--- src/rtl/core/dbd_pkg.sv ---
// ----------------------------------------------------------------------------
// dbd_pkg
// shared types and constants of the detection box decode unit
// ----------------------------------------------------------------------------
package dbd_pkg;

	localparam int MAX_CLASSES = 128;

	// configuration register indexes
	localparam logic [2:0] CFG_MIN_SCORE    = 3'd0;
	localparam logic [2:0] CFG_INV_SCALE    = 3'd1;
	localparam logic [2:0] CFG_PAD_X        = 3'd2;
	localparam logic [2:0] CFG_PAD_Y        = 3'd3;
	localparam logic [2:0] CFG_IMAGE_WIDTH  = 3'd4;
	localparam logic [2:0] CFG_IMAGE_HEIGHT = 3'd5;
	localparam logic [2:0] CFG_CLASS_COUNT  = 3'd6;
	localparam logic [2:0] CFG_BOX_LIMIT    = 3'd7;

	// queue depths, pointers are two bits wide
	localparam int JOB_DEPTH = 4;
	localparam int BOX_DEPTH = 4;

	// corner arithmetic widths
	localparam int DW  = 35;  // corner at Q.13 minus padding
	localparam int PPW = 42;  // partial product width
	localparam int PW  = 60;  // full product width

	typedef struct packed {
		logic [12:0] min_score;
		logic [23:0] inv_scale;
		logic [11:0] pad_x;
		logic [11:0] pad_y;
		logic [12:0] image_width;
		logic [12:0] image_height;
		logic [7:0]  class_count;
		logic [15:0] box_limit;
	} cfg_t;

	// a row that passed the score test and the box limit
	typedef struct packed {
		logic signed [31:0] center_x;
		logic signed [31:0] center_y;
		logic signed [31:0] box_width;
		logic signed [31:0] box_height;
		logic [12:0]        best_score;
		logic [6:0]         class_label;
	} job_t;

	typedef struct packed {
		logic [23:0] left;
		logic [23:0] top;
		logic [23:0] right;
		logic [23:0] bottom;
		logic [12:0] best_score;
		logic [6:0]  class_label;
	} box_t;

endpackage

--- src/rtl/core/dbd_job_queue.sv ---
// ----------------------------------------------------------------------------
// dbd_job_queue
// short queue of box jobs between the row parser and the corner pipeline
// ----------------------------------------------------------------------------
module dbd_job_queue (
	input  logic          clk,
	input  logic          arst_n,
	input  logic          push,
	input  dbd_pkg::job_t push_job,
	input  logic          pop,
	output logic          full,
	output logic          empty,
	output dbd_pkg::job_t head
);

	dbd_pkg::job_t mem_q [dbd_pkg::JOB_DEPTH];
	logic [1:0]    wr_ptr_q, rd_ptr_q;
	logic [2:0]    count_q;

	assign full  = count_q == 3'(dbd_pkg::JOB_DEPTH);
	assign empty = count_q == 3'd0;
	assign head  = mem_q[rd_ptr_q];

	always_ff @(posedge clk) begin
		if (push) begin
			mem_q[wr_ptr_q] <= push_job;
		end
	end

	always_ff @(posedge clk or negedge arst_n) begin
		if (!arst_n) begin
			wr_ptr_q <= '0;
			rd_ptr_q <= '0;
			count_q  <= '0;
		end else begin
			if (push) begin
				wr_ptr_q <= wr_ptr_q + 2'd1;
			end
			if (pop) begin
				rd_ptr_q <= rd_ptr_q + 2'd1;
			end
			count_q <= count_q + {2'd0, push} - {2'd0, pop};
		end
	end

endmodule

--- config.mk ---
export PLATFORM = sky130hd
export DESIGN_NAME = dbd_job_queue
export DESIGN_NICKNAME = d
export VERILOG_FILES = /design/src/rtl/core/dbd_pkg.sv /design/src/rtl/core/dbd_job_queue.sv
export SDC_FILE = /design/constraint.sdc
export NUM_CORES = 1
export LEC_CHECK = 0
export BUFFER_PORTS_ARGS = -buffer_cell sky130_fd_sc_hd__buf_2
export CAP_MARGIN = 20
export CORE_MARGIN = 2
export CORE_UTILIZATION = 40
export CTS_CLUSTER_SIZE = 14
export DETAILED_ROUTE_END_ITERATION = 10
export SETUP_SLACK_MARGIN = 0.15
export SLEW_MARGIN = 25
export SYNTH_ARGS = -nofsm -noshare
export SYNTH_HDL_FRONTEND = slang
export SYNTH_SLANG_ARGS = --single-unit
--- constraint.sdc ---
create_clock -name clk -period 5 [get_ports clk]
set_input_delay 0.5 -clock clk [delete_from_list [all_inputs] [get_ports clk]]
set_output_delay 0.5 -clock clk [all_outputs]
set_load 0.05 [all_outputs]
==> summary.txt <==
STA
  • Final Setup Violations: 0
  • Measured slew at the worst slew-check pin: roughly 900 ps
  • Worst setup margin: roughly 1600 ps
  • Min cycle time layout: 3390 ps
  • Setup TNS: 0 ps
  • Final slew viol count: 0
  • Setup Skew: 5.81 ps
  • Hold Fails Final Rpt: 0
  • Fin crit share: 0.677
  • Hold WS: 122 ps
  • Slew headroom: 0.381
  • Unrepaired setup endpoints after global routing: no
  • Highest clock rate: 295 MHz

Routing
  • Iter 0 DRT Violations: 634
  • WL/cell: 22.3 µm
  • Vias: 9547
  • 1st-pass router iterations: 6
  • Final WL: 42.2 mm
  • Antenna-violating nets left: 0
  • DRC: 0
  • Vias/cell: 5.05

Clock network
  • Clock Tree Buf Depth: 3
  • Clock transition at path regs: 60 ps
  • H-tree lvl count: 2
  • CTS tree: yes
  • CTS Buf Count: 59
  • # resized after CTS: 0
  • Clock sinks: 599
  • Root Buffer: clkbuf_16
  • Worst skew pair latency: approximately 600 ps

Global route
  • Initial antenna violation count: 10
  • Total GRT Usage: 0.151
  • Vias in the first global route: 10200
  • Global-route wire length before repair: 63.3 mm
  • Grt total ovfl: 0
  • Largest net degree at the start of global routing: 132

Setup path
  • Critical Path AT: 2890 ps
  • Worst-path fanout max: 41
  • Crit. End Element: output pin
  • Critical path type: reg2out
  • Crit path required time: 4500 ps
  • Worst Setup Start Kind: flip-flop

Synthesis
  • Synth unique cells: 17
  • Compound-Gate Fraction of Synth Area: 0.000230
  • Post-synthesis adder-cell area fraction: 0.00438
  • Syn Inst Count: 808
  • Cell area after synthesis: roughly 22000 µm²
  • XOR/XNOR Fraction of Synth Area: 0.00202
  • Register area share after synthesis: 0.826
  • Syn Area/Cell: ~27 µm²
  • Post-Synth Simple-Gate Area: 0.00202
  • Main combinational cell family by area after synthesis: multiplexers
  • Number of synthesized register bits: 599
  • Multiplexer share of the synthesized area: 0.153
  • Synth Net Count: roughly 970
  • Yosys warnings: 0

Die
  • Die Area: 56200 µm²
  • Die Ht: roughly 240 µm
  • Row count: 85
  • Initial core utilization: 0.404
  • Core area: 53800 µm²
  • I/O pins: around 300
  • Die X: 237 µm

Pwr
  • Total Power: 17.7 mW
  • Clock share of power: 0.232
  • Worst vdd ir: about 0.00037 V
  • Pwr dens: roughly 680 nW/µm²
  • Total leakage power: between 8 and 9 nW
  • Register share of total power: 0.391
  • Internal: 10.9 mW
  • Sw Ratio: 0.384
  • Combinational share of power: 0.377
  • NetSw: 6.79 mW

Cells and area
  • Sequential cell area: between 15000 and 20000 µm²
  • Most common cell after layout, fill and taps aside: edfxtp_1
  • Design area: about 26000 µm²
  • Most frequent cells in the layout: 592 x edfxtp_1, 301 x buf_2, 148 x mux4_2
  • Nets: between 1000 and 1500
  • Area of the multi-input gates: between 3000 and 4000 µm²
  • Fraction of layout cells with a size suffix above 1: 0.456
  • Fillers: 4450
  • Area Growth Syn to Fin: 19.1%

Placed design
  • Post-placement setup slack: roughly 2100 ps
  • I/O Buffers: 301
  • DP HPWL: about 25 mm
  • Placed cell area: about 24000 µm²
  • Routability cong.: 0.723

Hold path
  • Worst Hold Class: in2reg

Outcome
  • Status: completed

Job
  • Max-Cap Viols: 0
==> cells in the mapped netlist <==
| master | number | area, µm² |
|---|---|---|
| clkbuf_1 | 4 | 15.0 |
| mux4_2 | 148 | 3330 |
| buf_2 | 18 | 90.1 |
| o21ai_0 | 1 | 5.00 |
| xnor2_1 | 3 | 26.3 |
| edfxtp_1 | 592 | 17800 |
| xor2_1 | 2 | 17.5 |
| fa_1 | 1 | 20.0 |
| dfrtp_1 | 7 | 175 |
| buf_4 | 1 | 7.51 |
| and3_1 | 1 | 6.26 |
| buf_6 | 11 | 124 |
| nand2_1 | 2 | 7.51 |
| and2_1 | 4 | 25.0 |
| inv_1 | 6 | 22.5 |
| ha_1 | 6 | 75.1 |
| nor3_1 | 1 | 5.00 |
==> flip-flops by register name, summed over array words and instances, names as in the netlist <==
name / flops
mem_q: 592
rd_ptr_q: 2
wr_ptr_q: 2
count_q: 3
==> power by group through the flow <==
stage	clock network [mW]	logic [mW]	registers [mW]
floorplan	0	5.40	6.93
global placement	0	6.80	7.01
detailed placement	0	6.80	7.06
global route	4.41	7.00	7.03
CTS	4.23	6.82	6.96
finish	4.10	6.66	6.93
==> cells by family after synthesis <==
logic type / after synthesis
AO/OA/AOI/OAI: 1
multiplexers: 148
XOR/XNOR: 5
flip-flops: 599
AND/OR/NAND/NOR: 8
adder cells (fa/ha/maj): 7
buffers and inverters: 40
==> layout make-up <==
class	instances	area share
sequential	599	0.694
multi-input combinational	169	0.136
timing repair buffer	316	0.0665
clock buffer	78	0.0614
tap	696	0.0336
clock inverter	24	0.00730
inverter	6	0.000870
antenna	3	0.000290
==> path summary, 6_finish.rpt <==
check | end | startpoint | slack (ps) | depth (start not counted)
worst max-delay path | head[77] | rd_ptr_q[0] | 1610 | 3
worst min-delay path | mem_q[0][31] | push_job[31] | 120 | 1
max in group asynchronous | rd_ptr_q[0] | arst_n | 4540 | 2
worst min register to register | wr_ptr_q[0] | wr_ptr_q[0] | 550 | 1
worst max register to register | mem_q[0][52] | wr_ptr_q[0] | 2610 | 4
min in group asynchronous | rd_ptr_q[1] | arst_n | 280 | 2
==> metal layers <==
layer | global-route usage | wire length, µm | vias to the layer above | share of wire
met5 | 0 | 87 | - | 0.0021
met4 | 0.0480 | 880 | 14 | 0.021
met3 | 0.0485 | 3000 | 74 | 0.071
met2 | 0.252 | 21300 | 264 | 0.50
met1 | 0.188 | 17000 | 4996 | 0.40
li1 | - | - | 4199 | -
==> per-stage QoR <==
stage          std cells   util
2_1_floorplan        808      -
3_3_place_gp        1785  0.448
3_5_place_dp        1785  0.448
4_1_cts             1888  0.481
5_1_grt             1890  0.481
6_report            1891  0.481
==> critical path: stages, from the launching register on <==
cell and delay, ps:
dfrtp_4 1020, buf_12 370, mux4_2 580, buf_2 230
==> timing repair <==
item,CTS,global route
endpoints found under the hold margin,7,0
buffers inserted,0,0
hold buffers,1,0
(Power assumes the default switching activity.)
