**src/rtl/core/dbd_pkg.sv**
```systemverilog
// ----------------------------------------------------------------------------
// dbd_pkg
// shared types and constants of the detection box decode unit
// ----------------------------------------------------------------------------
package dbd_pkg;

	localparam int MAX_CLASSES = 128;

	// configuration register indexes
	localparam logic [2:0] CFG_MIN_SCORE    = 3'd0;
	localparam logic [2:0] CFG_INV_SCALE    = 3'd1;
	localparam logic [2:0] CFG_PAD_X        = 3'd2;
	localparam logic [2:0] CFG_PAD_Y        = 3'd3;
	localparam logic [2:0] CFG_IMAGE_WIDTH  = 3'd4;
	localparam logic [2:0] CFG_IMAGE_HEIGHT = 3'd5;
	localparam logic [2:0] CFG_CLASS_COUNT  = 3'd6;
	localparam logic [2:0] CFG_BOX_LIMIT    = 3'd7;

	// queue depths, pointers are two bits wide
	localparam int JOB_DEPTH = 4;
	localparam int BOX_DEPTH = 4;

	// corner arithmetic widths
	localparam int DW  = 35;  // corner at Q.13 minus padding
	localparam int PPW = 42;  // partial product width
	localparam int PW  = 60;  // full product width

	typedef struct packed {
		logic [12:0] min_score;
		logic [23:0] inv_scale;
		logic [11:0] pad_x;
		logic [11:0] pad_y;
		logic [12:0] image_width;
		logic [12:0] image_height;
		logic [7:0]  class_count;
		logic [15:0] box_limit;
	} cfg_t;

	// a row that passed the score test and the box limit
	typedef struct packed {
		logic signed [31:0] center_x;
		logic signed [31:0] center_y;
		logic signed [31:0] box_width;
		logic signed [31:0] box_height;
		logic [12:0]        best_score;
		logic [6:0]         class_label;
	} job_t;

	typedef struct packed {
		logic [23:0] left;
		logic [23:0] top;
		logic [23:0] right;
		logic [23:0] bottom;
		logic [12:0] best_score;
		logic [6:0]  class_label;
	} box_t;

endpackage

```
**src/rtl/core/dbd_front.sv**
```systemverilog
// ----------------------------------------------------------------------------
// dbd_front
// row parser: captures box values, tracks the best class, issues box jobs
// ----------------------------------------------------------------------------
module dbd_front (
	input  logic               clk,
	input  logic               arst_n,
	input  logic               in_beat,
	input  logic signed [31:0] value,
	input  logic               frame_start,
	input  dbd_pkg::cfg_t      cfg,
	output logic               job_valid,
	output dbd_pkg::job_t      job
);

	logic [7:0]         row_pos_q;
	logic [15:0]        boxes_q;
	logic signed [31:0] cx_q, cy_q, w_q, h_q, run_max_q;
	logic [6:0]         run_label_q;

	logic [7:0]         pos, k, cc, cc_m1;
	logic [15:0]        cnt;
	logic               is_box, take_max, row_end, pass;
	logic signed [31:0] new_max;
	logic [6:0]         new_label;
	logic [12:0]        sat_score;

	always_comb begin
		pos = frame_start ? 8'd0 : row_pos_q;
		cnt = frame_start ? 16'd0 : boxes_q;
		if (cfg.class_count == 8'd0) begin
			cc = 8'd1;
		end else if (cfg.class_count > 8'(dbd_pkg::MAX_CLASSES)) begin
			cc = 8'(dbd_pkg::MAX_CLASSES);
		end else begin
			cc = cfg.class_count;
		end
		cc_m1     = cc - 8'd1;
		k         = pos - 8'd4;
		is_box    = pos < 8'd4;
		take_max  = (k == 8'd0) || (value > run_max_q);
		new_max   = take_max ? value : run_max_q;
		new_label = take_max ? k[6:0] : run_label_q;
		row_end   = !is_box && !(k < cc_m1);
		pass      = row_end && (new_max >= $signed({19'd0, cfg.min_score}))
			&& (cnt < cfg.box_limit);
	end

	assign job_valid       = in_beat && pass;
	assign job.center_x    = cx_q;
	assign job.center_y    = cy_q;
	assign job.box_width   = w_q;
	assign job.box_height  = h_q;
	assign job.class_label = new_label;
	assign job.best_score  = sat_score;
	always_comb begin
		if (new_max < 0) begin
			sat_score = 13'd0;
		end else if (new_max > 32'sd4096) begin
			sat_score = 13'd4096;
		end else begin
			sat_score = new_max[12:0];
		end
	end

	always_ff @(posedge clk or negedge arst_n) begin
		if (!arst_n) begin
			row_pos_q   <= '0;
			boxes_q     <= '0;
			cx_q        <= '0;
			cy_q        <= '0;
			w_q         <= '0;
			h_q         <= '0;
			run_max_q   <= '0;
			run_label_q <= '0;
		end else if (in_beat) begin
			boxes_q <= cnt + {15'd0, pass};
			if (is_box) begin
				case (pos[1:0])
					2'd0: cx_q <= value;
					2'd1: cy_q <= value;
					2'd2: w_q <= value;
					default: h_q <= value;
				endcase
				row_pos_q <= pos + 8'd1;
			end else begin
				run_max_q   <= new_max;
				run_label_q <= new_label;
				row_pos_q   <= row_end ? 8'd0 : pos + 8'd1;
			end
		end
	end

endmodule

```
**config.mk**
```make
export PLATFORM = sky130hd
export DESIGN_NAME = dbd_front
export DESIGN_NICKNAME = d
export VERILOG_FILES = /design/src/rtl/core/dbd_pkg.sv /design/src/rtl/core/dbd_front.sv
export SDC_FILE = /design/constraint.sdc
export NUM_CORES = 1
export LEC_CHECK = 0
export ABC_AREA = 1
export CAP_MARGIN = 30
export CORE_MARGIN = 5
export CORE_UTILIZATION = 25
export CTS_CLUSTER_SIZE = 24
export DETAILED_ROUTE_END_ITERATION = 16
export DONT_BUFFER_PORTS = 1
export GPL_TIMING_DRIVEN = 1
export PLACE_DENSITY = 0.35
export SYNTH_ARGS = -nofsm -noshare
export SYNTH_HDL_FRONTEND = slang
export SYNTH_SLANG_ARGS = --single-unit
export TNS_END_PERCENT = 20
```
**constraint.sdc**
```tcl
create_clock -name clk -period 5.7 [get_ports clk]
set_input_delay 1.14 -clock clk [delete_from_list [all_inputs] [get_ports clk]]
set_output_delay 1.14 -clock clk [all_outputs]
set_load 0.01 [all_outputs]
```
==> reports/metrics.yaml <==
start_kind: "input pin"
cp.arrival_ns: 4.22
vias: 7864
layout_common_cells: "nand2_1, o21ai_0, dfrtp_1, inv_1, ha_1"
synth_edf_count: 0
cts-buffers-inserted: 17
clock_path_buffers: 2
grt_pass1_vias: 7792
area_delta_synth_final_pct: 16.5
yosys_register_bits: 191
cts_tree: "yes"
fin_area_mm2: 0.0119
cts_max_level: 4
end_kind: "output pin"
hold_buffers: 0
finalPower_mw: 5.78
setup_viol: 0
synth_area_mm2: 0.0102
mostFrequentLayoutCell: "nand2_1"
ys_seq_area_share_pct: 47.0
path_common_cell: "nand2_1"
powerDensity_mw_per_mm2: 488
clk_pin_slew_ns: 0.08
hold_path_class: "in2async"
final_util_pct: 29.6
die-area_mm2: 0.0448
relSlewSlack_pct: 44.7
cp_top_family: "simple AND/OR/NAND/NOR gates"
gp_congestion: 0.708
seqCellArea_mm2: 0.00478
yosys.area.top_type_share_pct: 47.0
n_fill_cell: 4356
leakagePower_nw: 5.89
max_stage_delay_ns: 0.30
dr.pass1.iters: 5
holdWs_ns: 0.347
cts_num_sinks: 191
report.final.slew_viol_count: 0
core_mm2: 0.0400
status: "finished, final reports clean"
tightest_slew_ns: 0.823
period_share_pct: 94.0
antenna_found_initial: 0
drive_above_1_share_pct: 12.7
clockRootBuffer: "clkbuf_16"
fin_nets: 1486
yosys_warnings: 0
die_y_um: 212
grt_pass1_wl_mm: 47.3
routed_wl_mm: 31.5
finClkSkew_ns: 0.00736
clk_latency_ns: 0.49
max_cap_violations: 0
worstSetupPathType: "in2out"
synthDistinctLibCells: 42
finalCriticalPeriod_ns: 5.36
synthArstFlopShare_pct: 100
worst-path-buf-inv: 3
synth_top_area_cell: "dfrtp_1"
wire_per_inst_um: 17.5
drt-initial-drc-count: 452
pin_count: 296
hpwlAfterDp_mm: 22.3
syn-num-nets: 1445
crit_chain: "ha_1 > a21oi_2 > nor2_1 > nor2_1 > nand2_1 > nand2_1 > nand2_1 > nand2_1 > nand2_1 > nand2_2 > nand3_4 > nand2_4 > buf_4 > nand2_1 > o21ai_0 > nand2_1 > nor2_1 > nand2_1 > nor2_4 > buf_4 > nand3b_2 > buf_4 > nor2_2"
multi_input_area_mm2: 0.00468
ant_nets: 0
die_width_um: 212
rows: 73
port_buffers: 0
placed_cell_area_mm2: 0.0111
num_antenna_cells: 0
fmax_mhz: 187
vias_per_cell: 4.37
grt_overflow_total: 0
grt_max_degree: 192
grt.total_usage_pct: 14.0
cp_max_fo: 15
required_ns: 4.56
setup_tns_ns: 0
hold_viol: 0
synth_area_leaders: "dfrtp_1, nand2_1, o21ai_0"
initial_core_util_pct: 25.4
drc_errors: 0
synth_ff_type: "dfrtp_1"
syn-instance-count: 1221
syn_avg_cell_area_um2: 8.33
crit_slowest_cell: "ha_1"
irDropWorstVdd_mv: 0.270
## worst paths after layout
check | startpoint | to | slack (ns) | cells past startpoint
max in group asynchronous | arst_n | cx_q[16] | 5.08 | 0
setup reg to reg | run_max_q[31] | boxes_q[14] | 0.64 | 34
setup / recovery | value[5] | job[13] | 0.34 | 23
min in group clk | run_max_q[1] | run_max_q[1] | 0.49 | 2
hold reg to reg | run_max_q[1] | run_max_q[1] | 0.49 | 2
hold / removal | arst_n | boxes_q[15] | 0.35 | 0
## flip-flops by register name, summed over array words and instances, names as in the netlist
name	count
w_q	32
cy_q	32
run_max_q	32
row_pos_q	8
boxes_q	16
h_q	32
run_label_q	7
cx_q	32
## metrics by stage
stage,setup WS [ns],instances
floorplan,0.0557,1221
global placement,-0.447,1760
detailed placement,-0.432,1760
CTS,0.109,1792
global route,-0.0107,1800
finish,0.345,1800
## power breakdown
part | leakage [nW] | switching (mW) | internal (mW)
registers | 2.43 | 0.571 | 1.86
clock network | 0.281 | 0.607 | 0.636
logic | 3.17 | 1.24 | 0.866
## repair_timing
| action | 4_1_cts | 5_1_grt |
|---|---|---|
| gates resized for setup | 0 | 30 |
| buffers inserted | 0 | 7 |
| endpoints found under the setup margin | 0 | 16 |
## per-layer routing
metal	vias to the layer above	wire length, um	GRT usage, %	share of wire (%)
li1	4007	-	-	-
met1	3696	14800	18.8	47
met2	141	14300	21.4	45
met3	20	2010	4.61	6.4
met4	0	457	4.60	1.4
met5	-	0	0	0
## Yosys cell counts, drive strengths merged, types with 2 or more instances
library cell / count
nand2: 325
o21ai: 212
dfrtp: 191
inv: 167
ha: 77
nor2: 63
nand3: 37
clkbuf: 34
a21oi: 32
xnor2: 14
xor2: 13
buf: 11
nor3: 9
nand4: 7
o21a: 6
o22ai: 5
nor4: 4
o211ai: 4
nand3b: 3
a211oi: 2
a21o: 2
## area by class of cell
class / instances / area share, %
flip-flops and latches: 191 / 40.3
multi-input cells: 819 / 39.5
well taps: 525 / 5.54
inverters: 167 / 5.35
repair buffers: 66 / 4.41
clock buffers: 20 / 3.85
clock inverters: 12 / 1.06
## kinds of logic after synthesis
logic type                 count (synthesis)  share of synthesized area, %
adders and majority gates                 77                          9.47
xor gates and xnor gates                  27                          2.47
AOI/OAI and AO/OA                        264                          13.7
other                                      1                        0.0369
DFF                                      191                          47.0
buffers and inverters                    212                          8.51
and+or+nand+nor                          449                          18.8
Power figures use the tool's default switching activity.
